## src/hdl/sample_playback_mixer_top_assert.svh

```systemverilog
// Assertion macros for the sample playback mixer.
// The module that uses them provides aclk and aresetn.
`ifndef SAMPLE_PLAYBACK_MIXER_TOP_ASSERT_SVH
`define SAMPLE_PLAYBACK_MIXER_TOP_ASSERT_SVH
`ifndef SYNTHESIS
`define SPM_ASSERT_IMP(lbl, ante, cons, msg) \
    lbl: assert property (@(posedge aclk) disable iff (!aresetn) (ante) |-> (cons)) \
        else $error(msg);
`define SPM_ASSERT_NXT(lbl, ante, cons, msg) \
    lbl: assert property (@(posedge aclk) disable iff (!aresetn) (ante) |=> (cons)) \
        else $error(msg);
`else
`define SPM_ASSERT_IMP(lbl, ante, cons, msg)
`define SPM_ASSERT_NXT(lbl, ante, cons, msg)
`endif
`endif

```

## src/hdl/spm_pkg.sv

```systemverilog
`default_nettype none
package spm_pkg;

    // Defaults for the top level parameters, and the operation queue depth
    localparam int NUM_CHANNELS_DEF = 8;
    localparam int SAMPLE_DEPTH_DEF = 65536;
    localparam int QUEUE_DEPTH      = 4;

    // Mix limits and gain format
    localparam logic signed [15:0] MIX_MAX = 16'sd32767;
    localparam logic signed [15:0] MIX_MIN = -16'sd32767;
    localparam logic [16:0]        MAX_LEN = 17'h10000;
    localparam int                 GAIN_FRAC = 10;

    typedef enum logic [1:0] {
        CMD_WRITE = 2'd0,
        CMD_START = 2'd1,
        CMD_STOP  = 2'd2,
        CMD_TICK  = 2'd3
    } cmd_t;

    // Input item as it arrives on the port
    typedef struct packed {
        cmd_t               cmd;
        logic [2:0]         channel;
        logic [15:0]        sample_address;
        logic signed [15:0] sample_value;
        logic [16:0]        play_length;
        logic               loop_flag;
        logic [10:0]        volume;
    } spm_in_t;

    // Result item
    typedef struct packed {
        logic signed [15:0] mixed_sample;
        logic [7:0]         active_mask;
    } spm_out_t;

    // Classified operation passed from front to back (address travels apart)
    typedef struct packed {
        cmd_t               kind;
        logic [2:0]         channel;
        logic signed [15:0] value;
        logic [16:0]        length;
        logic               loop_en;
        logic [10:0]        gain;
    } spm_op_t;

    typedef enum logic [1:0] {
        F_IDLE,
        F_REDUCE,
        F_PUSH
    } front_state_t;

    typedef enum logic [1:0] {
        B_IDLE,
        B_ISSUE,
        B_DRAIN,
        B_DONE
    } back_state_t;

endpackage
`default_nettype wire

```

## src/hdl/spm_front.sv

```systemverilog
`default_nettype none
module spm_front #(
    parameter int NUM_CHANNELS = 8,
    parameter int SAMPLE_DEPTH = 65536,
    localparam int AW = $clog2(SAMPLE_DEPTH)
) (
    input  wire logic              aclk,
    input  wire logic              aresetn,
    input  wire logic              s_valid,
    output logic                   s_ready,
    input  wire spm_pkg::spm_in_t  s_data,
    output logic                   push_valid,
    input  wire logic              push_ready,
    output spm_pkg::spm_op_t       push_op,
    output logic [AW-1:0]          push_addr
);
    import spm_pkg::*;

    // Addresses need folding only when the memory is smaller than the address space
    localparam bit REDUCE    = SAMPLE_DEPTH < 65536;
    localparam int RED_STEPS = REDUCE ? 16 - $clog2(SAMPLE_DEPTH) : 0;

    front_state_t state_reg, state_next;
    spm_op_t      op_reg;
    logic [15:0]  rem_reg;
    logic [3:0]   step_reg;

    logic        accept;
    logic        drop;
    logic        needs_fold;
    logic [16:0] sub_val;
    logic        sub_fits;

    assign accept     = s_valid && s_ready;
    // A start naming a channel that does not exist is taken and discarded
    assign drop       = (s_data.cmd == CMD_START) && (int'(s_data.channel) >= NUM_CHANNELS);
    assign needs_fold = REDUCE && ((s_data.cmd == CMD_WRITE) || (s_data.cmd == CMD_START));
    assign sub_val    = 17'(SAMPLE_DEPTH) << step_reg;
    assign sub_fits   = {1'b0, rem_reg} >= sub_val;

    // State register
    always_ff @(posedge aclk) begin
        if (!aresetn) begin
            state_reg <= F_IDLE;
        end else begin
            state_reg <= state_next;
        end
    end

    // Next state and handshake
    always_comb begin
        state_next = state_reg;
        s_ready    = 1'b0;
        push_valid = 1'b0;
        unique case (state_reg)
            F_IDLE: begin
                s_ready = 1'b1;
                if (s_valid && !drop) begin
                    state_next = needs_fold ? F_REDUCE : F_PUSH;
                end
            end
            F_REDUCE: begin
                if (step_reg == 4'd0) begin
                    state_next = F_PUSH;
                end
            end
            F_PUSH: begin
                push_valid = 1'b1;
                if (push_ready) begin
                    state_next = F_IDLE;
                end
            end
            default: state_next = F_IDLE;
        endcase
    end

    // Item capture and address folding, one shifted subtract a cycle
    always_ff @(posedge aclk) begin
        if (accept) begin
            op_reg.kind    <= s_data.cmd;
            op_reg.channel <= s_data.channel;
            op_reg.value   <= s_data.sample_value;
            op_reg.length  <= (s_data.play_length > MAX_LEN) ? MAX_LEN : s_data.play_length;
            op_reg.loop_en <= s_data.loop_flag;
            op_reg.gain    <= s_data.volume;
            rem_reg        <= s_data.sample_address;
            step_reg       <= 4'(RED_STEPS);
        end else if (state_reg == F_REDUCE) begin
            if (sub_fits) begin
                rem_reg <= 16'({1'b0, rem_reg} - sub_val);
            end
            step_reg <= step_reg - 4'd1;
        end
    end

    assign push_op   = op_reg;
    assign push_addr = AW'(rem_reg);

endmodule
`default_nettype wire

```

## config.mk

```make
export PLATFORM = sky130hd
export DESIGN_NAME = spm_front
export DESIGN_NICKNAME = d
export VERILOG_FILES = /design/src/hdl/sample_playback_mixer_top_assert.svh /design/src/hdl/spm_pkg.sv /design/src/hdl/spm_front.sv
export SDC_FILE = /design/constraint.sdc
export NUM_CORES = 1
export LEC_CHECK = 0
export BUFFER_PORTS_ARGS = -buffer_cell sky130_fd_sc_hd__buf_2
export CELL_PAD_IN_SITES_DETAIL_PLACEMENT = 1
export CELL_PAD_IN_SITES_GLOBAL_PLACEMENT = 2
export CORE_MARGIN = 8
export CORE_UTILIZATION = 30
export CTS_CLUSTER_DIAMETER = 80
export CTS_CLUSTER_SIZE = 16
export DETAILED_ROUTE_END_ITERATION = 7
export GPL_ROUTABILITY_DRIVEN = 0
export PLACE_DENSITY = 0.83
export SETUP_SLACK_MARGIN = 0.5
export SLEW_MARGIN = 20
export SYNTH_ARGS = -nofsm -noshare
export SYNTH_HDL_FRONTEND = slang
export SYNTH_SLANG_ARGS = --single-unit
export TNS_END_PERCENT = 10
```

## constraint.sdc

```tcl
create_clock -name aclk -period 7.8 [get_ports aclk]
set_clock_uncertainty 0.15 [all_clocks]
set_input_delay 1.95 -clock aclk [delete_from_list [all_inputs] [get_ports aclk]]
set_output_delay 1.95 -clock aclk [all_outputs]
set_load 0.02 [all_outputs]
```

**Word level (Yosys, flattened, before mapping)**

Index checks and enable logic that the tools add are counted.

- Add/subtract/negate cells: 2
- Order comparisons: 2
- Eq/ne operators: 5
- Shift-type cells: 1
- Muxes and demuxes: 9
- Reduce and logical (&&, ||, !) cells: 7

Operators with widths:

| cell | count |
|---|---|
| two-way mux 16 bit | 3 |
| >= comparator 16 x 17 -> 1 bit | 1 |
| greater-than comparator 17 bit, second input constant | 1 |
| << shifter 17 x 4 -> 17 bit, first input constant | 1 |
| subtractor 16 bit | 1 |
| two-way mux 2 bit | 3 |
| != test 2 bit, second input constant | 3 |
| one-hot mux 2 bit (3 select lines) | 1 |
| logical NOT 4 bit | 1 |
| nonzero test 2 bit | 2 |
| subtractor 4 x 1 -> 4 bit, second input constant | 1 |
| AND reduction 3 bit | 1 |
| == test 2 x 1 -> 1 bit, second input constant | 1 |
| == test 2 bit, second input constant | 1 |
| logical NOT 2 bit | 1 |
| two-way mux 1 bit | 2 |
| AND reduction 2 bit | 1 |
| logical AND 1 bit | 1 |

- Register bits: 72
- Input port bits: 70
- Logic and storage cells: 35

**Longest topological paths before layout**

Gate-level depths: netlist of run 1.

- Depth after elaboration: 5
- Depth in mapped cells: 3
- Mapped depth without buffers: 3

**Worst setup path before layout of run 1**

Ideal clock, no wire load.

- Kind: input-to-reg
- Start point: input port s_valid
- End point: register rem_reg[0] (netlist: push_addr[0]), enable pin
- Library setup time: 497 ps
- Data arrival time: 4850 ps
- Setup slack: 2303 ps
- Stages on the path: 1
- Buffers on the path: 0
- Cell sequence: nor2b_1

- Longest elaborated chain between the ends: 3
- Elaborated cells on any way between the ends: 4

RTL lines:

| what | RTL line | RTL |
|---|---|---|
| start, declared | spm_front.sv:9 | `input wire logic s_valid,` |
| logical AND 1 bit * | spm_front.sv:34 | `assign accept = s_valid && s_ready;` |
| nonzero test 2 bit (no line) | - |  |
| AND reduction 2 bit (no line) * | - |  |
| end signal, assigned | spm_front.sv:86 | `rem_reg <= s_data.sample_address;` |
| end signal, assigned | spm_front.sv:90 | `rem_reg <= 16'({1'b0, rem_reg} - sub_val);` |
| end, declared | spm_front.sv:25 | `logic [15:0] rem_reg;` |

Every way passes the cells marked *; elsewhere a longest branch is shown, timed or not.
A chain may end at the register's enable or synchronous reset.

**Final worst setup path of run 1**

- Start point: register state_reg[1]
- End point: output port s_ready

- Longest elaborated chain between the ends: 2

RTL lines:

| what | RTL line | RTL |
|---|---|---|
| start, declared | spm_front.sv:23 | `front_state_t state_reg, state_next;` |
| start signal, assigned | spm_front.sv:46 | `state_reg <= state_next;` |
| logical NOT 2 bit | spm_front.sv:55 | `unique case (state_reg)` |
| two-way mux 1 bit | spm_front.sv:55 |  |
| end, declared | spm_front.sv:10 | `output logic s_ready,` |

No other way between the ends.

==> results of run 1 <==
## final timing paths
check | from | to
max reg2reg | state_reg[1]$_SDFFE_PN0P_ | push_op[43]$_DFFE_PP_
min | state_reg[1]$_SDFFE_PN0P_ | state_reg[1]$_SDFFE_PN0P_
min reg2reg | state_reg[1]$_SDFFE_PN0P_ | state_reg[1]$_SDFFE_PN0P_
max | state_reg[1]$_SDFFE_PN0P_ | s_ready
## critical path, cell delays in order (launching register included)
cell and delay (ps):
dfxtp_1 430, inv_1 70, buf_2 160
## power by group through the flow
stage          clock (mW)  combinational, mW  sequential (mW)
3_3_place_gp            0             0.0876            0.435
2_1_floorplan           0             0.0135            0.466
4_1_cts             0.319             0.0900            0.429
6_report            0.307             0.0874            0.428
3_5_place_dp            0             0.0899            0.436
5_1_grt             0.332             0.0938            0.431
## metal layers
| metal | vias to the layer above | routed length [um] |
|---|---|---|
| met4 | 0 | 121 |
| met3 | 11 | 789 |
| met1 | 687 | 1980 |
| met5 | - | 0 |
| met2 | 83 | 3270 |
| li1 | 662 | - |
## cell type report
class | count | area (um2)
clock buffers | 10 | 128
clock inverters | 6 | 90.1
fillers | 776 | 3950
inverters | 2 | 7.51
multi-input cells | 24 | 225
flip-flops and latches | 67 | 2000
well taps | 99 | 124
repair buffers | 138 | 693
## layout by cell type, fill, tap and decap left out, types with 2 or more instances in the layout
master | netlist | final
buf_2 | 0 | 137
bufinv_16 | 0 | 2
clkbuf_8 | 0 | 9
clkinv_4 | 0 | 2
edfxtp_1 | 66 | 66
inv_1 | 2 | 2
nor2b_1 | 16 | 15
nor4_2 | 2 | 2
nor4_4 | 2 | 2
## logic make-up (layout without fill, tap and decap cells)
logic type / after synthesis / in the layout / synth area share (%)
buffers and inverters: 3 / 156 / 0.505
and+or+nand+nor: 22 / 22 / 8.08
AOI/OAI and AO/OA: 2 / 2 / 1.68
DFF: 67 / 67 / 89.7
## metrics by stage
step	setup WS (ps)	hold WS, ps	std cells	instance area (um2)
2_1_floorplan	2300	457	94	2230
3_3_place_gp	4450	414	330	3050
3_5_place_dp	4410	432	330	3050
4_1_cts	4690	452	346	3270
5_1_grt	4640	485	346	3270
6_report	4710	447	346	3270
==> results.json, run 1 <==
{
  "syn_area_per_cell_um2": 23.7,
  "vias": 1443,
  "grt-ovfl-total": 0,
  "period_needed_ps": 3090,
  "relSlewSlack_pct": 46.6,
  "drive_above_1_share_pct": 64.8,
  "synth_ff_type": "edfxtp_1",
  "total_power_mw": 0.823,
  "portBuffers": 137,
  "nNetsFinal": 312,
  "die_h_um": 102,
  "yosysSeqAreaShare_pct": 89.7,
  "wire_per_inst_um": 17.8,
  "arrival_ps": 990,
  "synth_seq_cells": 67,
  "cts.sinks": 67,
  "die_w_um": 102,
  "cts_buffer_depth": 2,
  "drc": 0,
  "root_buffer": "clkbuf_8",
  "rsz0062_at_grt": "no",
  "setup_violations": 0,
  "critPathKind": "reg2out",
  "max_freq_ghz": 0.324,
  "synth_commonest_cells": "edfxtp_1 (66), nor2b_1 (16), inv_1 (2), nor4_2 (2), nor4_4 (2)",
  "tightest_slew_ps": 800,
  "netlist.area_leader.share_pct": 88.8,
  "clockPowerShare_pct": 37.4,
  "p_per_area_mw_per_mm2": 252,
  "drt_wl_total_um": 6160,
  "required_ps": 5700,
  "peakVddDrop_v": 0.000108,
  "syn-instance-count": 94,
  "initial_core_util_pct": 30.9,
  "period_share_pct": 39.6,
  "std_cell_rows": 31,
  "clk_pin_slew_ps": 70,
  "finalHoldViolations": 0,
  "switchingPower_mw": 0.189,
  "core_area_mm2": 0.00721,
  "min_path_type": "reg2reg",
  "cts_resized": 0,
  "p_leak_nw": 1.37,
  "antennaDiodeCount": 0,
  "area_growth_pct": 46.6,
  "cts_hold_buf": 0,
  "grt_pass1_vias": 1684,
  "swShare_pct": 23.0,
  "yosysWarnings": 0,
  "grt-busiest-layer": "met2",
  "ctsHtreeMaxLevel": 3,
  "drt_first_pass_iters": 4,
  "p_int_mw": 0.633,
  "grt_max_degree": 67,
  "worstSetupEndpointType": "output pin",
  "use_met2_pct": 20.9,
  "reg2reg_depth": 2,
  "clkLatencyLatePin_ps": 330,
  "seqPwrFrac_pct": 52.0,
  "r2r_setup_slack_ps": 6140,
  "slew_violations": 0,
  "yosysUniqueCellTypes": 11,
  "syn_nets": 164,
  "cts_tree": "yes",
  "cts_made_buffers": 9,
  "yosysTopAreaCell": "edfxtp_1",
  "synthesis.area_mm2": 0.00223,
  "detail-route-antenna-nets": 0,
  "synthTopCellsByArea": "edfxtp_1 (89%), nor2b_1 (4.5%), nor4_4 (1.9%)",
  "outcome": "complete, no violations",
  "met1_usage_pct": 10.3,
  "cap_viol_max_count": 0,
  "viasPerCell": 4.17,
  "final_core_util_pct": 45.3,
  "die-area_mm2": 0.0105,
  "ys_async_sr_fraction_pct": 0,
  "yosysMostFrequentCell": "edfxtp_1",
  "antenna_found_initial": 0,
  "p_comb_share_pct": 10.6,
  "synth_edf_count": 66,
  "ioPinCount": 138,
  "final.setup.tns_ps": 0,
  "min_path_cells": 2,
  "use_met3_pct": 7.29,
  "worst_setup_path_start_kind": "flip-flop",
  "cts_setup_buffers": 0,
  "hpwl_um": 4960,
  "path_max_fanout": 5,
  "grt_pass1_wl_um": 8960,
  "drtIter0Drc": 23,
  "largest_reg_flops": 50,
  "grt_use_total_pct": 12.0
}
Note: power is estimated with default switching activity, not from simulation.
==> run 2, diff against run 1 <==
--- a/config.mk
+++ b/config.mk
@@ -9,12 +9,12 @@
 export CELL_PAD_IN_SITES_DETAIL_PLACEMENT = 1
 export CELL_PAD_IN_SITES_GLOBAL_PLACEMENT = 2
 export CORE_MARGIN = 8
-export CORE_UTILIZATION = 30
+export CORE_UTILIZATION = 27
 export CTS_CLUSTER_DIAMETER = 80
 export CTS_CLUSTER_SIZE = 16
 export DETAILED_ROUTE_END_ITERATION = 7
 export GPL_ROUTABILITY_DRIVEN = 0
-export PLACE_DENSITY = 0.83
+export PLACE_DENSITY = 0.76
 export SETUP_SLACK_MARGIN = 0.5
 export SLEW_MARGIN = 20
 export SYNTH_ARGS = -nofsm -noshare
==> constraint.sdc (replaced) <==
create_clock -name aclk -period 2.99 [get_ports aclk]
set_clock_uncertainty 0.15 [all_clocks]
set_input_delay 0.7475 -clock aclk [delete_from_list [all_inputs] [get_ports aclk]]
set_output_delay 0.7475 -clock aclk [all_outputs]
set_load 0.02 [all_outputs]
==> run 2 against run 1 <==
Compared with the run above: design area fell by 0.38%; sequential share of layout area is 0.24 points higher; non-clock buffer count did not move; largest cell class unchanged; largest power group unchanged.
==> results.json, run 2 (synthesis gave the netlist of run 1 again) <==
{
  "root_buffer": "clkbuf_8",
  "largest_reg_flops": 50,
  "cts_setup_buffers": 0,
  "cts_resized": 0,
  "final_core_util_pct": 40.0,
  "grt-ovfl-total": 0,
  "wire_per_inst_um": 17.8,
  "die_h_um": 107,
  "path_max_fanout": 5,
  "detail-route-antenna-nets": 0,
  "critPathSlowestCell": "dfxtp_1",
  "drt_wl_total_um": 6250,
  "critPathTopFamily": "flip-flops",
  "layout_common_cells": "buf_2 (137), edfxtp_1 (66), nor2b_1 (15)",
  "cts_hold_buf": 0,
  "core_area_mm2": 0.00813,
  "rsz0062_at_grt": "no",
  "worstSetupEndpointType": "output pin",
  "path_cells": "inv_1 -> buf_2",
  "arrival_ps": 970,
  "grt_max_degree": 67,
  "portBuffers": 137,
  "outcome": "complete, no violations",
  "peakVddDrop_v": 0.000156,
  "clk_pin_slew_ps": 70,
  "grt_pass1_vias": 1485,
  "drive_above_1_share_pct": 64.0,
  "antennaDiodeCount": 0,
  "grt_pass1_wl_um": 9030,
  "cts_tree": "yes",
  "cts_buffer_depth": 2,
  "slew_violations": 0,
  "place_inst": 336,
  "setup_violations": 0,
  "layout_commonest_cell": "buf_2",
  "viasPerCell": 4.07,
  "antenna_found_initial": 0,
  "tightest_slew_ps": 410,
  "min_path_type": "in2reg",
  "nNetsFinal": 312,
  "layoutNonFillerInstCount": 352,
  "final.setup.tns_ps": 0,
  "worst_setup_path_start_kind": "flip-flop",
  "p_per_area_mw_per_mm2": 630,
  "p_leak_nw": 1.36,
  "area_growth_pct": 46.0,
  "die-area_mm2": 0.0114,
  "required_ps": 2090,
  "cts.sinks": 67,
  "crit_buf_inv": 2,
  "clkLatencyLatePin_ps": 320,
  "drt_first_pass_iters": 4,
  "max_stage_delay_ps": 430,
  "drc": 0,
  "finalHoldViolations": 0,
  "cts_made_buffers": 9,
  "critPathKind": "reg2out",
  "initial_core_util_pct": 27.4,
  "ctsHtreeMaxLevel": 3,
  "drtIter0Drc": 47,
  "period_share_pct": 62.3,
  "ioPinCount": 138,
  "max_freq_ghz": 0.537,
  "std_cell_rows": 33,
  "die_w_um": 107,
  "period_needed_ps": 1860,
  "nFillCells": 881,
  "relSlewSlack_pct": 72.5,
  "grt_use_total_pct": 10.8,
  "vias": 1432,
  "cap_viol_max_count": 0
}
## run 2: changes by cell type in the layout (fill, tap and decap cells not counted), sizes merged
cell	change
clkbuf	+1
clkinv	-1
clkinvlp	+1
bufinv	-1
## run 2: area by class of cell
cell class,count,area (um2),area share (%)
multi-input combinational,24,225,6.92
inverter,2,7.51,0.231
clock inverter,5,53.8,1.65
clock buffer,11,131,4.03
tap,105,131,4.03
timing repair buffer,138,706,21.7
sequential,67,2000,61.5
## run 2: path summary, 6_finish.rpt
check	start	to	slack, ps	cells past startpoint
max reg2reg	state_reg[1]$_SDFFE_PN0P_	push_op[43]$_DFFE_PP_	1650	2
min	s_data[62]	push_op[46]$_DFFE_PP_	440	1
max	state_reg[1]$_SDFFE_PN0P_	s_ready	1130	2
min reg2reg	state_reg[1]$_SDFFE_PN0P_	state_reg[1]$_SDFFE_PN0P_	440	2
## run 2: report_power, final
part	switching, mW	total (mW)	internal (mW)
clock	0.322	0.703	0.381
sequential	0.0148	1.12	1.10
combinational	0.150	0.233	0.0824
total	0.487	2.05	1.57
## run 2: stage by stage
| step | instance area (um2) | power [mW] | worst slack [ps] | hold WS [ps] |
|---|---|---|---|---|
| floorplan | 2240 | 1.25 | 660 | 485 |
| global placement | 3070 | 1.37 | 981 | 420 |
| detailed placement | 3070 | 1.38 | 958 | 435 |
| CTS | 3260 | 2.10 | 1090 | 411 |
| global route | 3260 | 2.15 | 1040 | 409 |
| finish | 3260 | 2.05 | 1130 | 438 |
## run 2: layer usage
layer / wire, um / vias to the layer above / global-route usage, %
li1: - / 659 / -
met1: 2460 / 674 / 11.6
met2: 2920 / 93 / 16.9
met3: 778 / 6 / 5.76
met4: 96 / 0 / 5.73
met5: 0 / - / 0
==> run 3, diff against run 2 <==
==> constraint.sdc (replaced) <==
create_clock -name aclk -period 1.82 [get_ports aclk]
set_clock_uncertainty 0.15 [all_clocks]
set_input_delay 0.455 -clock aclk [delete_from_list [all_inputs] [get_ports aclk]]
set_output_delay 0.455 -clock aclk [all_outputs]
set_load 0.02 [all_outputs]
==> run 3 against run 2 <==
Compared with the run above: hold slack lost 300 ps; combinational power grew 81%; design area grew 4.7%; first-iteration DRC count shrank 19%; non-clock buffer count grew 4; register-to-register slack lost 1200 ps; critical path type unchanged.
==> results.json, run 3 (synthesis gave the netlist of run 1 again) <==
{
  "core_area_mm2": 0.00813,
  "tightest_slew_ps": 391,
  "portBuffers": 137,
  "layout_commonest_cell": "buf_2",
  "reg2reg_depth": 3,
  "p_per_area_mw_per_mm2": 1010,
  "wire_per_inst_um": 18.3,
  "area_growth_pct": 52.9,
  "drive_above_1_share_pct": 65.7,
  "grt_pass1_vias": 1559,
  "min_path_type": "in2reg",
  "outcome": "complete, no violations",
  "place_area_mm2": 0.00311,
  "grt_use_total_pct": 11.1,
  "largest_reg_flops": 50,
  "ctsHtreeMaxLevel": 3,
  "place_inst": 339,
  "layout_common_cells": "buf_2 (121), edfxtp_1 (66), buf_6 (16)",
  "detail-route-antenna-nets": 0,
  "cts_buffer_depth": 2,
  "r2r_setup_slack_ps": 470,
  "drt_first_pass_iters": 4,
  "holdWs_ps": 141,
  "drt_wl_total_um": 6510,
  "min_path_cells": 1,
  "crit_buf_inv": 1,
  "std_cell_rows": 33,
  "layoutNonFillerInstCount": 356,
  "grt-ovfl-total": 0,
  "setup_violations": 0,
  "cts_made_buffers": 9,
  "die-area_mm2": 0.0114,
  "fin_area_mm2": 0.00341,
  "drtIter0Drc": 38,
  "path_cells": "buf_6",
  "worst_setup_path_start_kind": "flip-flop",
  "vias": 1469,
  "critPathTopFamily": "flip-flops",
  "antenna_found_initial": 0,
  "cts.sinks": 67,
  "initial_core_util_pct": 27.4,
  "grt_max_degree": 36,
  "total_power_mw": 3.44,
  "die_w_um": 107,
  "arrival_ps": 910,
  "critPathKind": "reg2out",
  "relSlewSlack_pct": 73.8,
  "setup_ws_ps": 305,
  "viasPerCell": 4.13,
  "max_freq_ghz": 0.660,
  "antennaDiodeCount": 0,
  "max_stage_delay_ps": 420,
  "cts_tree": "yes",
  "nFillCells": 864,
  "ioPinCount": 138,
  "clkLatencyLatePin_ps": 320,
  "grt_pass1_wl_um": 9290,
  "period_needed_ps": 1520,
  "finalHoldViolations": 0,
  "critPathSlowestCell": "edfxtp_1",
  "required_ps": 1210,
  "hpwl_um": 5230,
  "clk_pin_slew_ps": 80,
  "die_h_um": 107,
  "peakVddDrop_v": 0.000406,
  "drc": 0,
  "root_buffer": "clkbuf_8",
  "p_leak_nw": 1.42,
  "cp.depth": 1,
  "final.setup.tns_ps": 0,
  "period_share_pct": 83.3,
  "dp_slack_ps": 103,
  "path_max_fanout": 1,
  "slew_violations": 0,
  "cap_viol_max_count": 0,
  "worstSetupEndpointType": "output pin",
  "nNetsFinal": 316,
  "final_core_util_pct": 41.9,
  "rsz0062_at_grt": "yes"
}
[run 3: changes by cell type in the layout (fill, tap and decap cells not counted), sizes merged]
cell,previous run,this run
clkinvlp,2,1
clkbuf,11,9
buf,138,142
clkinv,2,5
[run 3: where the power goes]
group	switching, mW	internal, mW
clock	0.555	0.627
sequential	0.0291	1.81
combinational	0.252	0.170
[run 3: final timing paths]
check | startpoint | endpoint
max reg2reg | state_reg[1]$_SDFFE_PN0P_ | push_op[25]$_SDFFCE_PN0P_
min reg2reg | state_reg[1]$_SDFFE_PN0P_ | state_reg[1]$_SDFFE_PN0P_
max | push_op[48]$_DFFE_PP_ | push_op[48]
min | s_data[37] | push_op[37]$_DFFE_PP_
[run 3: area by class of cell]
type                       count  area, um2  area share [%]
clock buffer                   9        124            3.63
clock inverter                 7       68.8            2.02
inverter                       2       7.51           0.220
multi-input combinational     24        225            6.60
sequential                    67       2010            58.8
tap                          105        131            3.85
timing repair buffer         142        848            24.9
[run 3: routing by layer]
metal | vias up | wire (um) | GRT usage, %
met5 | - | 0 | 0
met4 | 0 | 86 | 6.93
met3 | 7 | 770 | 4.98
met2 | 89 | 3130 | 17.7
met1 | 704 | 2520 | 11.8
li1 | 669 | - | -
[run 3: repair_timing]
item / in CTS / in global routing
gates resized for setup: 14 / 21
buffers inserted: 1 / 0
hold buffers: 0 / 0
endpoints found under the hold margin: 0 / 0
setup endpoints to repair: 73 / 144
