$ cat src/hdl/sample_playback_mixer_top_assert.svh
// Assertion macros for the sample playback mixer.
// The module that uses them provides aclk and aresetn.
`ifndef SAMPLE_PLAYBACK_MIXER_TOP_ASSERT_SVH
`define SAMPLE_PLAYBACK_MIXER_TOP_ASSERT_SVH
`ifndef SYNTHESIS
`define SPM_ASSERT_IMP(lbl, ante, cons, msg) \
    lbl: assert property (@(posedge aclk) disable iff (!aresetn) (ante) |-> (cons)) \
        else $error(msg);
`define SPM_ASSERT_NXT(lbl, ante, cons, msg) \
    lbl: assert property (@(posedge aclk) disable iff (!aresetn) (ante) |=> (cons)) \
        else $error(msg);
`else
`define SPM_ASSERT_IMP(lbl, ante, cons, msg)
`define SPM_ASSERT_NXT(lbl, ante, cons, msg)
`endif
`endif

$ cat src/hdl/spm_pkg.sv
`default_nettype none
package spm_pkg;

    // Defaults for the top level parameters, and the operation queue depth
    localparam int NUM_CHANNELS_DEF = 8;
    localparam int SAMPLE_DEPTH_DEF = 65536;
    localparam int QUEUE_DEPTH      = 4;

    // Mix limits and gain format
    localparam logic signed [15:0] MIX_MAX = 16'sd32767;
    localparam logic signed [15:0] MIX_MIN = -16'sd32767;
    localparam logic [16:0]        MAX_LEN = 17'h10000;
    localparam int                 GAIN_FRAC = 10;

    typedef enum logic [1:0] {
        CMD_WRITE = 2'd0,
        CMD_START = 2'd1,
        CMD_STOP  = 2'd2,
        CMD_TICK  = 2'd3
    } cmd_t;

    // Input item as it arrives on the port
    typedef struct packed {
        cmd_t               cmd;
        logic [2:0]         channel;
        logic [15:0]        sample_address;
        logic signed [15:0] sample_value;
        logic [16:0]        play_length;
        logic               loop_flag;
        logic [10:0]        volume;
    } spm_in_t;

    // Result item
    typedef struct packed {
        logic signed [15:0] mixed_sample;
        logic [7:0]         active_mask;
    } spm_out_t;

    // Classified operation passed from front to back (address travels apart)
    typedef struct packed {
        cmd_t               kind;
        logic [2:0]         channel;
        logic signed [15:0] value;
        logic [16:0]        length;
        logic               loop_en;
        logic [10:0]        gain;
    } spm_op_t;

    typedef enum logic [1:0] {
        F_IDLE,
        F_REDUCE,
        F_PUSH
    } front_state_t;

    typedef enum logic [1:0] {
        B_IDLE,
        B_ISSUE,
        B_DRAIN,
        B_DONE
    } back_state_t;

endpackage
`default_nettype wire

$ cat src/hdl/spm_queue.sv
`default_nettype none
module spm_queue #(
    parameter int DEPTH = 4,
    parameter int AW    = 16
) (
    input  wire logic              aclk,
    input  wire logic              aresetn,
    input  wire logic              push_valid,
    output logic                   push_ready,
    input  wire spm_pkg::spm_op_t  push_op,
    input  wire logic [AW-1:0]     push_addr,
    output logic                   q_valid,
    input  wire logic              q_pop,
    output spm_pkg::spm_op_t       q_op,
    output logic [AW-1:0]          q_addr
);
    import spm_pkg::*;

    localparam int PW = (DEPTH > 1) ? $clog2(DEPTH) : 1;

    spm_op_t       op_reg   [DEPTH];
    logic [AW-1:0] addr_reg [DEPTH];
    logic [PW-1:0] wr_ptr_reg, rd_ptr_reg;
    logic [PW:0]   count_reg;

    logic do_push, do_pop;

    assign push_ready = count_reg != (PW+1)'(DEPTH);
    assign q_valid    = count_reg != '0;
    assign do_push    = push_valid && push_ready;
    assign do_pop     = q_pop && q_valid;

    // Pointers and fill count
    always_ff @(posedge aclk) begin
        if (!aresetn) begin
            wr_ptr_reg <= '0;
            rd_ptr_reg <= '0;
            count_reg  <= '0;
        end else begin
            if (do_push) begin
                wr_ptr_reg <= (wr_ptr_reg == PW'(DEPTH-1)) ? '0 : wr_ptr_reg + PW'(1);
            end
            if (do_pop) begin
                rd_ptr_reg <= (rd_ptr_reg == PW'(DEPTH-1)) ? '0 : rd_ptr_reg + PW'(1);
            end
            if (do_push && !do_pop) begin
                count_reg <= count_reg + (PW+1)'(1);
            end else if (do_pop && !do_push) begin
                count_reg <= count_reg - (PW+1)'(1);
            end
        end
    end

    // Entry storage
    always_ff @(posedge aclk) begin
        if (do_push) begin
            op_reg[wr_ptr_reg]   <= push_op;
            addr_reg[wr_ptr_reg] <= push_addr;
        end
    end

    assign q_op   = op_reg[rd_ptr_reg];
    assign q_addr = addr_reg[rd_ptr_reg];

endmodule
`default_nettype wire

$ cat config.mk
export PLATFORM = sky130hd
export DESIGN_NAME = spm_queue
export DESIGN_NICKNAME = d
export VERILOG_FILES = /design/src/hdl/sample_playback_mixer_top_assert.svh /design/src/hdl/spm_pkg.sv /design/src/hdl/spm_queue.sv
export SDC_FILE = /design/constraint.sdc
export NUM_CORES = 1
export LEC_CHECK = 0
export BUFFER_PORTS_ARGS = -buffer_cell sky130_fd_sc_hd__buf_2
export CAP_MARGIN = 0
export CORE_MARGIN = 1.5
export CORE_UTILIZATION = 40
export CTS_BUF_LIST = sky130_fd_sc_hd__clkbuf_8
export CTS_CLUSTER_SIZE = 16
export DETAILED_ROUTE_END_ITERATION = 12
export PLACE_DENSITY = 0.67
export SLEW_MARGIN = 20
export SYNTH_ARGS = -nofsm -noshare
export SYNTH_HDL_FRONTEND = slang
export SYNTH_SLANG_ARGS = --single-unit
export TNS_END_PERCENT = 100
$ cat constraint.sdc
create_clock -name aclk -period 2.15 [get_ports aclk]
set_input_delay 0.3225 -clock aclk [delete_from_list [all_inputs] [get_ports aclk]]
set_output_delay 0.3225 -clock aclk [all_outputs]
set_load 0.01 [all_outputs]
# Word level (Yosys, flattened, before mapping)
# Memory sizes are Yosys's and may differ from the RTL's. A register that Yosys moved wholly into a read port is not among the register bits.
# Cells that the tools add are included.
[totals] memories=2 reg_bits=7 wordCells=30 ramBits=264 out_inout_bits=68 input_bits=70
[mem_list] memory="op_reg" words=4 width=50 read_ports=1 rd_clocked_by_memory_dff=1 write_ports=1 line="spm_queue.sv:21" source="spm_op_t op_reg [DEPTH];"
[mem_list] memory="addr_reg" words=4 width=16 read_ports=1 rd_clocked_by_memory_dff=1 write_ports=1 line="spm_queue.sv:22" source="logic [AW-1:0] addr_reg [DEPTH];"
[classes] n_eq_ne=3 n_reduce_logical=8 n_mux=10 addsub=4
[ops] op="two-way mux 2 bit" count=6
[ops] op="two-way mux 3 bit" count=2
[ops] op="adder 2 x 1 -> 2 bit, second input constant" count=2
[ops] op="== test 2 bit, second input constant" count=2
[ops] op="logical AND 1 bit" count=4
[ops] op="adder 3 x 1 -> 3 bit, second input constant" count=1
[ops] op="inequality test 3 bit, second input constant" count=1
[ops] op="nonzero test 3 bit" count=1
[ops] op="subtractor 3 x 1 -> 3 bit, second input constant" count=1
[ops] op="zero test 1 bit" count=2
[ops] op="two-way mux 1 bit" count=2
[ops] op="nonzero test 2 bit" count=1

# Logic depth before layout (Yosys ltp)
# Gate-level depths: netlist of run 1.
[depth] depth_word=6 depth_mapped=9 ltp_nobuf=8

# Least setup slack after synthesis of run 1
# Ideal clock, no wire load.
[synth_path] path_kind="reg-to-reg" from="register count_reg[0]" to="register count_reg[2]" synth_period_minus_slack_ps=2204 required_ps=2074 n_path_buf=0 setup_time_ps=76 t_arrival_ps=2128 setup_slack_ps=-54 path_stages_with_launch=8 cell_sequence="dfxtp_1 o31ai_1 ha_1 inv_1 fa_1 xor2_1 or3_2 a21boi_0"
[synth_between] elab_chain_len=5 elab_cells_between_ends=13 cone_classes="add/sub: 2; eq/ne: 1; mux: 2; reduce/logical: 8"
[synth_rtl] element="start, declared" line="spm_queue.sv:24" source="logic [PW:0] count_reg;"
[synth_rtl] element="start signal, assigned" line="spm_queue.sv:47" source="count_reg <= count_reg + (PW+1)'(1);"
[synth_rtl] element="start signal, assigned" line="spm_queue.sv:49" source="count_reg <= count_reg - (PW+1)'(1);"
[synth_rtl] element="branches (longest 5 deep; another with subtractor 3 x 1 -> 3 bit)"
# Parallel ways; which one is timed is not known. The select of a mux whose other input is x is not followed.
# A chain may end at the register's enable or synchronous reset.

==> results.txt, run 1 <==
The synthesized net count came out at 472. After synthesis, flip-flops and latches occupy 81.1% of the total area. At the end of routability-driven placement, the weighted congestion stood at 0.736. The final count of hold timing violations came out at 0. The count of pins on the block boundary is 138. The sequential share of power is 44.0%. The upper clock frequency limit came out at 449 MHz. The leakage power total is 4.60 nW. Measured against its own limit, the worst slew margin works out to 29.2%. Once placement finished, the instance area stood at 11200 um^2. The number of global-route vias before repair came out at 5572. The core footprint is 24500 um^2.

The clock tree skew after final layout came out at 12.8 ps. Summed over all nets, the half-perimeter wirelength after detailed placement is 10.6 mm. With fillers left out, the area of the finished cells amounts to 13300 um^2. The register with the most flip-flops in the layout has 200 of them. After layout, the design draws a total of 15.2 mW. The worst setup path category is reg -> out. The number of cell instances on the worst register-to-register path is 8.

The clock input transition at the sequential cells of the worst setup and hold paths came out at 60 ps. The initial DRC count came out at 292. TritonCTS built the clock tree. The critical path arrival came out at 1900 ps.

The area growth from synthesis to final layout came out at 33.0%. The clock network fraction of design power came out at 28.6%. Yosys attributes the largest share of cell area to sky130_fd_sc_hd__edfxtp_1 (79%), sky130_fd_sc_hd__mux4_2 (15%), sky130_fd_sc_hd__dfxtp_1 (1.8%). The proportion of register bits with asynchronous set or reset after synthesis is 0%. The maximum clock insertion buffer count is 3. The clock latency at the later pin of the worst-skew pair came out at 520 ps. The end of the critical path is q_op[20].

The setup violation total in the final timing report is 66. The switching power summed over all nets came out at 3.94 mW. The count of mapped cells out of synthesis is 395. The fraction of layout instances using a drive strength above 1 came out at 44.4%. Counting flops with a built-in enable in the synthesized netlist gives 264.

The worst setup slack for register-to-register paths is 60 ps. Entering global routing, the biggest net connects 67 pins. STA classifies the critical path startpoint as a flip-flop. The distinct cell type count of the synthesized netlist came out at 27. The area enclosed by the die boundary came out at 26000 um^2. The type of the worst min-delay path is in -> reg. The final clock period utilization by the worst path is 104%.

The number of port buffers came out at 137. The worst register-to-register path ends at count_reg[2]. The number of antenna violations at the first check in global routing is 0. The final number of max-transition violations is 0. The floorplan has 57 rows. The checks that failed: negative setup slack. The setup slack after layout is -76.7 ps. In this run the vertical extent of the chip is 161 um. The run finished, with violations left. VDD sags by at most 763 uV. Dividing the detail-routed via count by the number of cells gives 4.94.

The first global-routing pass estimated 30.7 mm of wire. The top cell type's share of synthesized area came out at 79.3%. The via total after detailed routing is 4988. The mean cell area of the mapped netlist is 25.3 um^2. The combinational share of power is 27.4%.

The count of antenna diodes in the layout came out at 0. CTS built an H-tree with a depth of 2. The minimum period implied by the final worst setup slack is 2230 ps. The first detailed-routing pass took 4 iterations.

The switching share of power came out at 26.0%. TritonCTS created 43 clock buffers. The final cell count without fillers is 1009.

The final routed wirelength across all metal layers came out at 20.1 mm. Among all flip-flop cells after synthesis, the most frequent one is sky130_fd_sc_hd__edfxtp_1. In this run, placement finished with an instance count of 853. The final-stage net count came out at 730. In the global route stage, overall resource usage came out at 15.6%. The detail route stage leaves a number of antenna-violating nets equal to 0. Dividing total power by cell area gives a power density of 1140 nW/um^2. Setup repair after global routing could not meet its margin everywhere. The library cell with the highest instance count after synthesis is sky130_fd_sc_hd__edfxtp_1. The worst setup path is captured at an output port. The largest total area in the synthesized netlist belongs to sky130_fd_sc_hd__edfxtp_1. The final routed DRC violation total is 0. The width of the chip is 161 um. The initial utilization of the core area, before any placement, comes to 40.9%. The clock tree root buffer cell is sky130_fd_sc_hd__clkbuf_8. The average wire per cell in the routed design is 19.9 um. The number of storage elements in the synthesis netlist is 273. The cell area that synthesis handed to floorplanning was 10000 um^2. The number of synthesis warnings is 0. The biggest fanout along the worst timing path came out at 5. The worst register-to-register path begins at count_reg[1]. The count of clock tree sinks came out at 273. Global routing finished with a remaining overflow of 0.

The total internal power came out at 11.2 mW. The commonest cells after synthesis are sky130_fd_sc_hd__edfxtp_1 (264), sky130_fd_sc_hd__mux4_2 (66), sky130_fd_sc_hd__dfxtp_1 (9). The number of maximum-capacitance violations is 0. The worst-margin pin slew came out at 1060 ps. STA puts the critical path data required time at 1830 ps.
==> cell type report <==
type	count	area, um^2
clock buffers	49	674
clock inverters	28	190
fillers	1864	11200
inverters	3	11.3
multi-input cells	103	1820
flip-flops and latches	273	8130
well taps	324	405
repair buffers	229	2070
==> through the flow <==
step,setup slack (ps),hold WS (ps),util [%],setup TNS (ps)
floorplan,3.56,421,-,0
global placement,45.9,476,45.7,0
detailed placement,-55.0,495,45.7,-55.0
CTS,-130,0.0423,53.6,-6980
global route,-174,6.51,54.4,-9840
finish,-76.7,34.1,54.4,-3310
==> critical path, stage by stage (launching register included) <==
cell and delay, ps:
sky130_fd_sc_hd__dfxtp_4 400, sky130_fd_sc_hd__buf_8 160, sky130_fd_sc_hd__clkbuf_16 170, sky130_fd_sc_hd__mux4_2 490
sky130_fd_sc_hd__buf_2 150
==> layer usage <==
layer  track usage [%]  part of all wire, %
met2              26.6                   50
met3              4.52                  5.7
met1              19.3                   42
met5                 0                    0
met4              4.92                  1.9
==> worst min path at each step <==
stage	from	endpoint	slack (ps)	cells after the start
2_1_floorplan	push_addr[0]	addr_reg[0][0]	420	0
3_3_place_gp	rd_ptr_reg[1]	flip-flop	480	2
3_5_place_dp	rd_ptr_reg[1]	flip-flop	500	2
4_1_cts	push_op[21]	op_reg[0][21]	0.04	1
5_1_grt	push_op[21]	op_reg[0][21]	7	1
6_report	push_addr[8]	addr_reg[2][8]	30	1
==> repair_timing <==
| item | 4_1_cts | 5_1_grt |
|---|---|---|
| gates resized for setup | 46 | 18 |
| endpoints found under the setup margin | 67 | 87 |
| hold buffers | 62 | 2 |
| hold endpoints to repair | 245 | 7 |
| setup buffers | 5 | 0 |
| pin swaps | 1 | 3 |
| gates cloned | 6 | 4 |
==> power groups by stage <==
stage	clock, mW	sequential (mW)	combinational (mW)
2_1_floorplan	0	6.68	1.98
3_3_place_gp	0	6.73	3.03
3_5_place_dp	0	6.78	3.09
4_1_cts	4.47	6.67	3.96
5_1_grt	4.70	6.72	4.45
6_report	4.34	6.67	4.16
==> logic make-up (layout without fill, tap and decap cells) <==
| group | after synthesis | count (layout) | synth area share (%) |
|---|---|---|---|
| DFF | 273 | 273 | 81.1 |
| muxes | 68 | 68 | 15.1 |
| and+or+nand+nor | 20 | 20 | 1.18 |
| buffers and inverters | 19 | 309 | 1.21 |
| adders and majority gates | 7 | 7 | 0.951 |
| AOI/OAI and AO/OA | 6 | 6 | 0.350 |
| xor gates and xnor gates | 2 | 2 | 0.175 |
==> cells in the final DEF (no fill, tap or decap), types with 7 or more instances in the layout <==
cell type and n:
sky130_fd_sc_hd__clkinv_1 7, sky130_fd_sc_hd__dlygate4sd3_1 64, sky130_fd_sc_hd__buf_2 101, sky130_fd_sc_hd__clkbuf_8 49
sky130_fd_sc_hd__buf_16 8, sky130_fd_sc_hd__inv_1 16, sky130_fd_sc_hd__buf_4 8, sky130_fd_sc_hd__buf_6 38
sky130_fd_sc_hd__edfxtp_1 264, sky130_fd_sc_hd__mux4_2 66
(Power assumes the default switching activity.)
==> run 2: changes to the inputs <==
- SKIP_CTS_REPAIR_TIMING: unset -> 1
==> run 2 against run 1 <==
Net effect:
- the run still ends with negative setup slack left
- combinational power is 2% lower
- setup slack better by 17 ps
- via count is 1.2% lower
- flip-flop and latch count stayed put
- wire length is 2.3% lower
- design area is 1.4% lower
- count of clock-buffer cells in the layout stayed put
- largest power group unchanged
- critical path depth stayed put
- die area stayed put
- maximum frequency is 0.77% higher
- utilization is 0.74 points lower
- sequential share of layout area is 0.84 points higher
==> results.txt, run 2 (same netlist as run 1, synthesis figures left out) <==
The width of the chip came out at 161 um (unchanged). The area growth from synthesis to final layout is 31.2%. The worst-case setup slack after placement is -55.0 ps (unchanged). The clock tree skew after final layout is 10.6 ps (-2.19 ps). The library cells used most frequently in the layout, excluding fill and tap cells, are sky130_fd_sc_hd__edfxtp_1 (264), sky130_fd_sc_hd__buf_2 (92), sky130_fd_sc_hd__mux4_2 (66). The leakage power total came out at 4.52 nW (-1.8%). Setup repair after global routing could not meet its margin everywhere. The final reports fail on negative setup slack. The maximum clock insertion buffer count came out at 3 (unchanged). The area enclosed by the die boundary is 26000 um^2 (unchanged).

The count of pins on the block boundary came out at 138 (unchanged). The final routed wirelength across all metal layers is 19.6 mm (-2.3%). The overall power consumption is 15.1 mW (-0.57%). The global routing met2 resource utilization came out at 24.2% (-2.4 points). The core footprint is 24500 um^2 (unchanged). The average wire per cell in the routed design is 19.8 um (-0.57%).

The clock network fraction of design power is 28.8% (+0.2 points). The via total after detailed routing came out at 4928 (-1.2%). The global routing usage on met3 came out at 4.65% (+0.13 points). The via count normalized by instance count is 4.97 (+0.59%). The upper clock frequency limit came out at 453 MHz (+0.77%). The maximum number of pins on one net before global-route repair is 67 (unchanged). The worst setup path is launched from a flip-flop.

The initial core utilization came to 40.9% (unchanged). The switching power summed over all nets is 3.90 mW (-1.1%). The worst setup path is captured at an output port. The vertical die dimension is 161 um (unchanged).

The count of antenna diodes in the layout came out at 0 (unchanged). The worst voltage drop across the vdd grid is 748 uV (-1.9%). The placed wire-length estimate is 10.6 mm (unchanged). The minimum period implied by the final worst setup slack came out at 2210 ps (-16.9 ps).

The post-route antenna net violation count came out at 0 (unchanged). The combinational share of power is 27.1% (-0.3 points). The biggest fanout along the worst timing path came out at 5 (unchanged).

The number of global-route vias before repair came out at 5266 (-5.5%). The clock latency at the later pin of the worst-skew pair came out at 520 ps (about the same). The endpoint required time on the critical path was 1830 ps (about the same).

The last weighted congestion value of the routability-driven placer came to 0.736 (unchanged). The number of buffers added by the clock tree synthesis step came out at 43 (unchanged). The setup slack after layout came out at -59.7 ps (+16.9 ps). The number of filler cells placed in the layout came out at 1906 (+2.3%). The count of clock tree sinks is 273 (unchanged). The number of detailed-routing iterations run before antenna repair is 4 (unchanged). The final routed DRC violation total is 0 (unchanged). The final-stage net count is 712 (-2.5%).

The final clock period utilization by the worst path came to 103% (-0.79 points). The relative max-transition margin was 27.5% (-1.7 points). The total internal power came out at 11.2 mW (-0.39%). The setup violation total in the final timing report is 58 (-12%). The number of port buffers is 137 (unchanged).

The first-pass GRT wire length came out at 28.6 mm (-6.8%). The total power per unit cell area came out at 1150 nW/um^2 (+0.80%). TritonCTS built the clock tree. The run finished, with violations left. The clock input transition at the sequential cells of the worst setup and hold paths was 60 ps (about the same). The worst setup path category is reg -> out. The global-route total usage across every layer is 14.4% (-1.2 points).

Clock tree synthesis selected as its root buffer the cell sky130_fd_sc_hd__clkbuf_8. The initial DRC count was 254 (-13%). The final number of max-transition violations came out at 0 (unchanged).

The switching share of power is 25.8% (-0.13 points). The total congestion overflow after global routing came out at 0 (unchanged). The number of placement rows came to 57 (unchanged). The fraction of layout instances using a drive strength above 1 came out at 45.3% (+0.90 points). The critical path arrival came out at 1890 ps (about the same). The flip-flop count of the largest register after layout came to 200 (unchanged). The layer flagged by global routing as most heavily used is met2. The global-route track usage on met1 came to 17.7% (-1.5 points). The number of maximum-capacitance violations was 0 (unchanged).

In this run the worst hold path is classified as in -> reg. The number of antenna violations at the first check in global routing is 0 (unchanged). The worst-margin pin slew came out at 1090 ps (+26.1 ps). Leaving out fill and tap cells, the most frequent cell in the layout is sky130_fd_sc_hd__edfxtp_1.

The sequential share of power came out at 44.2% (+0.2 points). The final count of hold timing violations is 0 (unchanged). The number of levels the H-tree was split into came out at 2 (unchanged). The final core area utilization is 53.6% (-0.74 points).
==> run 2: layer usage <==
| metal | wire [um] | up-vias |
|---|---|---|
| li1 | - | 2176 |
| met1 | 8460 | 2576 |
| met3 | 1140 | 34 |
| met4 | 306 | 0 |
| met2 | 9720 | 142 |
| met5 | 0 | - |
==> run 2: power by group through the flow <==
stage / clock network [mW] / registers, mW / logic (mW)
final: 4.34 / 6.67 / 4.08
after global routing: 4.70 / 6.72 / 4.36
after CTS: 4.47 / 6.66 / 3.10
after detailed placement: 0 / 6.78 / 3.09
after global placement: 0 / 6.73 / 3.03
after floorplan: 0 / 6.68 / 1.98
==> run 2: final cells by class <==
type | instances | area (um^2) | area share [%]
clock buffers | 49 | 674 | 5.14
multi-input cells | 103 | 1820 | 13.9
repair buffers | 211 | 1890 | 14.4
inverters | 3 | 11.3 | 0.0859
clock inverters | 28 | 190 | 1.45
flip-flops and latches | 273 | 8130 | 62.0
well taps | 324 | 405 | 3.09
==> run 2: worst paths after layout <==
kind,startpoint,to,depth (start not counted),slack [ps]
min,push_op[44],op_reg[3][44],1,20
max,flip-flop,q_addr[10],4,-60
min reg2reg,rd_ptr_reg[1],flip-flop,2,500
max reg2reg,count_reg[1],count_reg[2],8,80
==> run 2: worst max-delay path, stage by stage, from the launching register on <==
cell and delay [ps]:
sky130_fd_sc_hd__dfxtp_4 390, sky130_fd_sc_hd__buf_12 140, sky130_fd_sc_hd__clkbuf_16 160, sky130_fd_sc_hd__mux4_2 530
sky130_fd_sc_hd__buf_6 140
==> run 2: per-stage QoR <==
| step | area, um^2 | std cells | hold WS [ps] | setup TNS, ps |
|---|---|---|---|---|
| floorplan | 10000 | 395 | 421 | 0 |
| global placement | 11200 | 853 | 476 | 0 |
| detailed placement | 11200 | 853 | 495 | -55.0 |
| CTS | 12000 | 930 | -31.1 | -9240 |
| global route | 13100 | 991 | -4.90 | -8140 |
| finish | 13100 | 991 | 21.1 | -1890 |
==> run 3: changes to the inputs <==
- GPL_TIMING_DRIVEN: unset -> 0
==> run 3 against run 2 <==
Net effect:
- the run still ends with negative setup slack left
- clock power decreased by 2%
- register-to-register slack got worse by 160 ps
- combinational power decreased by 16%
- highest routed layer is now met5
- flip-flop and latch count unchanged
- clock skew increased by 8.6 ps
- critical path depth increased by 5
- sequential power decreased by 0.6%
- first-iteration DRC count decreased by 44%
- die area unchanged
- setup slack got worse by 25 ps
- largest cell class unchanged
- critical endpoint is now count_reg[2]
==> results.txt, run 3 (same netlist as run 1, synthesis figures left out) <==
The leakage power total was 4.34 nW (-3.9%). The switching power summed over all nets came out at 3.66 mW (-6.3%). The checks that failed: negative setup slack. The critical path arrival came to 2670 ps (+780 ps). The biggest fanout along the worst timing path is 7 (+2). The clock input transition at the sequential cells of the worst setup and hold paths came out at 50 ps (about the same). Setup repair after global routing could not meet its margin everywhere. The endpoint required time on the critical path is 2590 ps (+760 ps). The first-pass GRT wire length came out at 27.5 mm (-3.8%). The final count of hold timing violations came out at 0 (unchanged). The worst setup path is captured at a flip-flop. The clock tree skew after final layout came out at 19.2 ps (+8.64 ps). The number of buffers added by the clock tree synthesis step came out at 44 (+2.3%). The flip-flop count of the largest register after layout is 200 (unchanged).

The initial core utilization came out at 40.9% (unchanged). The core footprint came out at 24500 um^2 (unchanged). The setup violation total in the final timing report came to 53 (-8.6%).

The total congestion overflow after global routing came out at 0 (unchanged). The fraction of layout instances using a drive strength above 1 is 45.0% (-0.29 points). The placed cell count came out at 860 (+0.82%). The worst hold path belongs to the class in -> reg. The number of filler cells placed in the layout is 1946 (+2.1%). The placed wire-length estimate came out at 11.0 mm (+3.1%). The global-route total usage across every layer came to 14.0% (-0.46 points). The final-stage net count was 707 (-0.70%).

The initial DRC count came to 143 (-44%). The maximum number of pins on one net before global-route repair came out at 37 (-45%). The via total after detailed routing came to 4795 (-2.7%).

The average wire per cell in the routed design is 18.7 um (-5.5%). The instance count along the most critical hold path is 1 (unchanged). The final clock period utilization by the worst path came out at 104% (+1.2 points). The startpoint identified for the worst hold timing path is push_addr[12]. The count of antenna diodes in the layout is 0 (unchanged). The area growth from synthesis to layout is 26.5%. The total internal power is 10.6 mW (-5.0%). The clock network fraction of design power came out at 29.7% (+0.9 points).

The number of maximum-capacitance violations is 0 (unchanged). The final cell count without fillers came to 982 (-0.91%). The switching share of power was 25.6% (-0.26 points). The count of pins on the block boundary came out at 138 (unchanged).

The final number of max-transition violations came out at 0 (unchanged). The minimum period implied by the final worst setup slack is 2230 ps (+24.8 ps). The post-route antenna net violation count came out at 0 (unchanged). The worst voltage drop across the vdd grid came out at 653 uV (-13%).

The flow ran to the end, but the final reports show violations. The count of clock tree sinks was 273 (unchanged). The number of port buffers is 137 (unchanged). The sequential share of power is 46.4% (+2.2 points). The number of antenna violations at the first check in global routing came out at 1 (+1).

The most common library cell in the layout ignoring fill and taps is sky130_fd_sc_hd__edfxtp_1. In the layout the commonest cells are sky130_fd_sc_hd__edfxtp_1 (264), sky130_fd_sc_hd__buf_2 (133), sky130_fd_sc_hd__mux4_2 (66). The overall power consumption is 14.3 mW (-5.3%).

The number of cell instances on the worst register-to-register path came out at 9 (+1). STA classifies the critical path startpoint as a flip-flop. The combinational share of power came out at 23.9% (-3.2 points). The clock latency at the later pin of the worst-skew pair was 520 ps (about the same). The setup slack after layout is -84.6 ps (-24.8 ps).

The total power per unit cell area came to 1130 nW/um^2 (-1.8%). The end of the worst hold path is addr_reg[2][12]. The width of the chip is 161 um (unchanged). The origin of the critical flop-to-flop path is count_reg[2].

The number of detailed-routing iterations run before antenna repair came out at 4 (unchanged). In this run the critical register-to-register path is captured at count_reg[2]. The relative max-transition margin came to 60.6% (+33 points). The number of levels the H-tree was split into came out at 2 (unchanged). The number of placement rows is 57 (unchanged). The worst setup slack for register-to-register paths came out at -80 ps (-160 ps).

The area enclosed by the die boundary came to 26000 um^2 (unchanged). The final routed wirelength across all metal layers came out at 18.4 mm (-6.3%). The final routed DRC violation total is 0 (unchanged). The last weighted congestion value of the routability-driven placer is 0.704 (-4.3%). The number of global-route vias before repair came out at 5089 (-3.4%).

The maximum clock insertion buffer count was 3 (unchanged). The upper clock frequency limit came out at 448 MHz (-1.1%). TritonCTS built the clock tree. The area taken by multi-input logic gates came out at 1820 um^2 (-0.14%). The cell sitting at the root of the clock tree is a sky130_fd_sc_hd__clkbuf_8. The flip-flop and latch area came out at 8120 um^2 (about the same). By startpoint and endpoint, the worst setup path is classified as reg -> reg. The worst-margin pin slew came out at 590 ps (-498 ps). The vertical die dimension is 161 um (unchanged). The via count normalized by instance count is 4.88 (-1.8%).
[run 3: layer usage]
layer  track usage (%)  wire [um]  part of all wire [%]
met2              24.0       9570                    52
met1              16.5       7220                    39
met3              4.52       1240                   6.8
met5                 0         15                 0.082
met4              4.92        335                   1.8
[run 3: worst max path at each step]
stage,start,to,slack [ps]
floorplan,count_reg[1],count_reg[2],4
global placement,count_reg[1],op_reg[0][31],-440
detailed placement,count_reg[1],count_reg[2],-200
CTS,flip-flop,q_op[27],-310
global route,flip-flop,q_op[48],-160
finish,count_reg[2],count_reg[2],-80
[run 3: through the flow]
stage | hold WS [ps] | utilization [%] | TNS (ps) | cell area, um^2 | setup WS (ps)
finish | 20.3 | 51.7 | -1710 | 12600 | -84.6
global route | -3.07 | 51.7 | -7900 | 12600 | -163
detailed placement | 498 | 45.8 | -198 | 11200 | -198
floorplan | 421 | - | 0 | 10000 | 3.56
CTS | -32.5 | 49.2 | -15200 | 12000 | -309
global placement | 476 | 45.4 | -112080 | 11100 | -436
[run 3: critical path, stage by stage, from the launching register on]
cell,delay [ps]
sky130_fd_sc_hd__dfxtp_2,350
sky130_fd_sc_hd__or3b_1,190
sky130_fd_sc_hd__buf_6,120
sky130_fd_sc_hd__and2_4,170
sky130_fd_sc_hd__ha_4,140
sky130_fd_sc_hd__inv_1,50
sky130_fd_sc_hd__fa_1,370
sky130_fd_sc_hd__xor2_1,180
sky130_fd_sc_hd__or3_2,440
sky130_fd_sc_hd__a21boi_2,150
[run 3: cell type report]
cell class / count / area share (%)
Sequential cell: 273 / 64.2
Buffer: 16 / 1.46
Inverter: 3 / 0.0890
Clock inverter: 29 / 1.72
Clock buffer: 45 / 4.90
Tap cell: 324 / 3.21
Multi-Input combinational cell: 103 / 14.4
Timing Repair Buffer: 189 / 10.1
[run 3: power by group through the flow]
stage / sequential, mW / clock (mW) / combinational, mW
floorplan: 6.68 / 0 / 1.98
global placement: 6.71 / 0 / 2.99
detailed placement: 6.72 / 0 / 3.11
CTS: 6.61 / 4.39 / 3.13
global route: 6.68 / 4.60 / 3.70
finish: 6.63 / 4.24 / 3.42
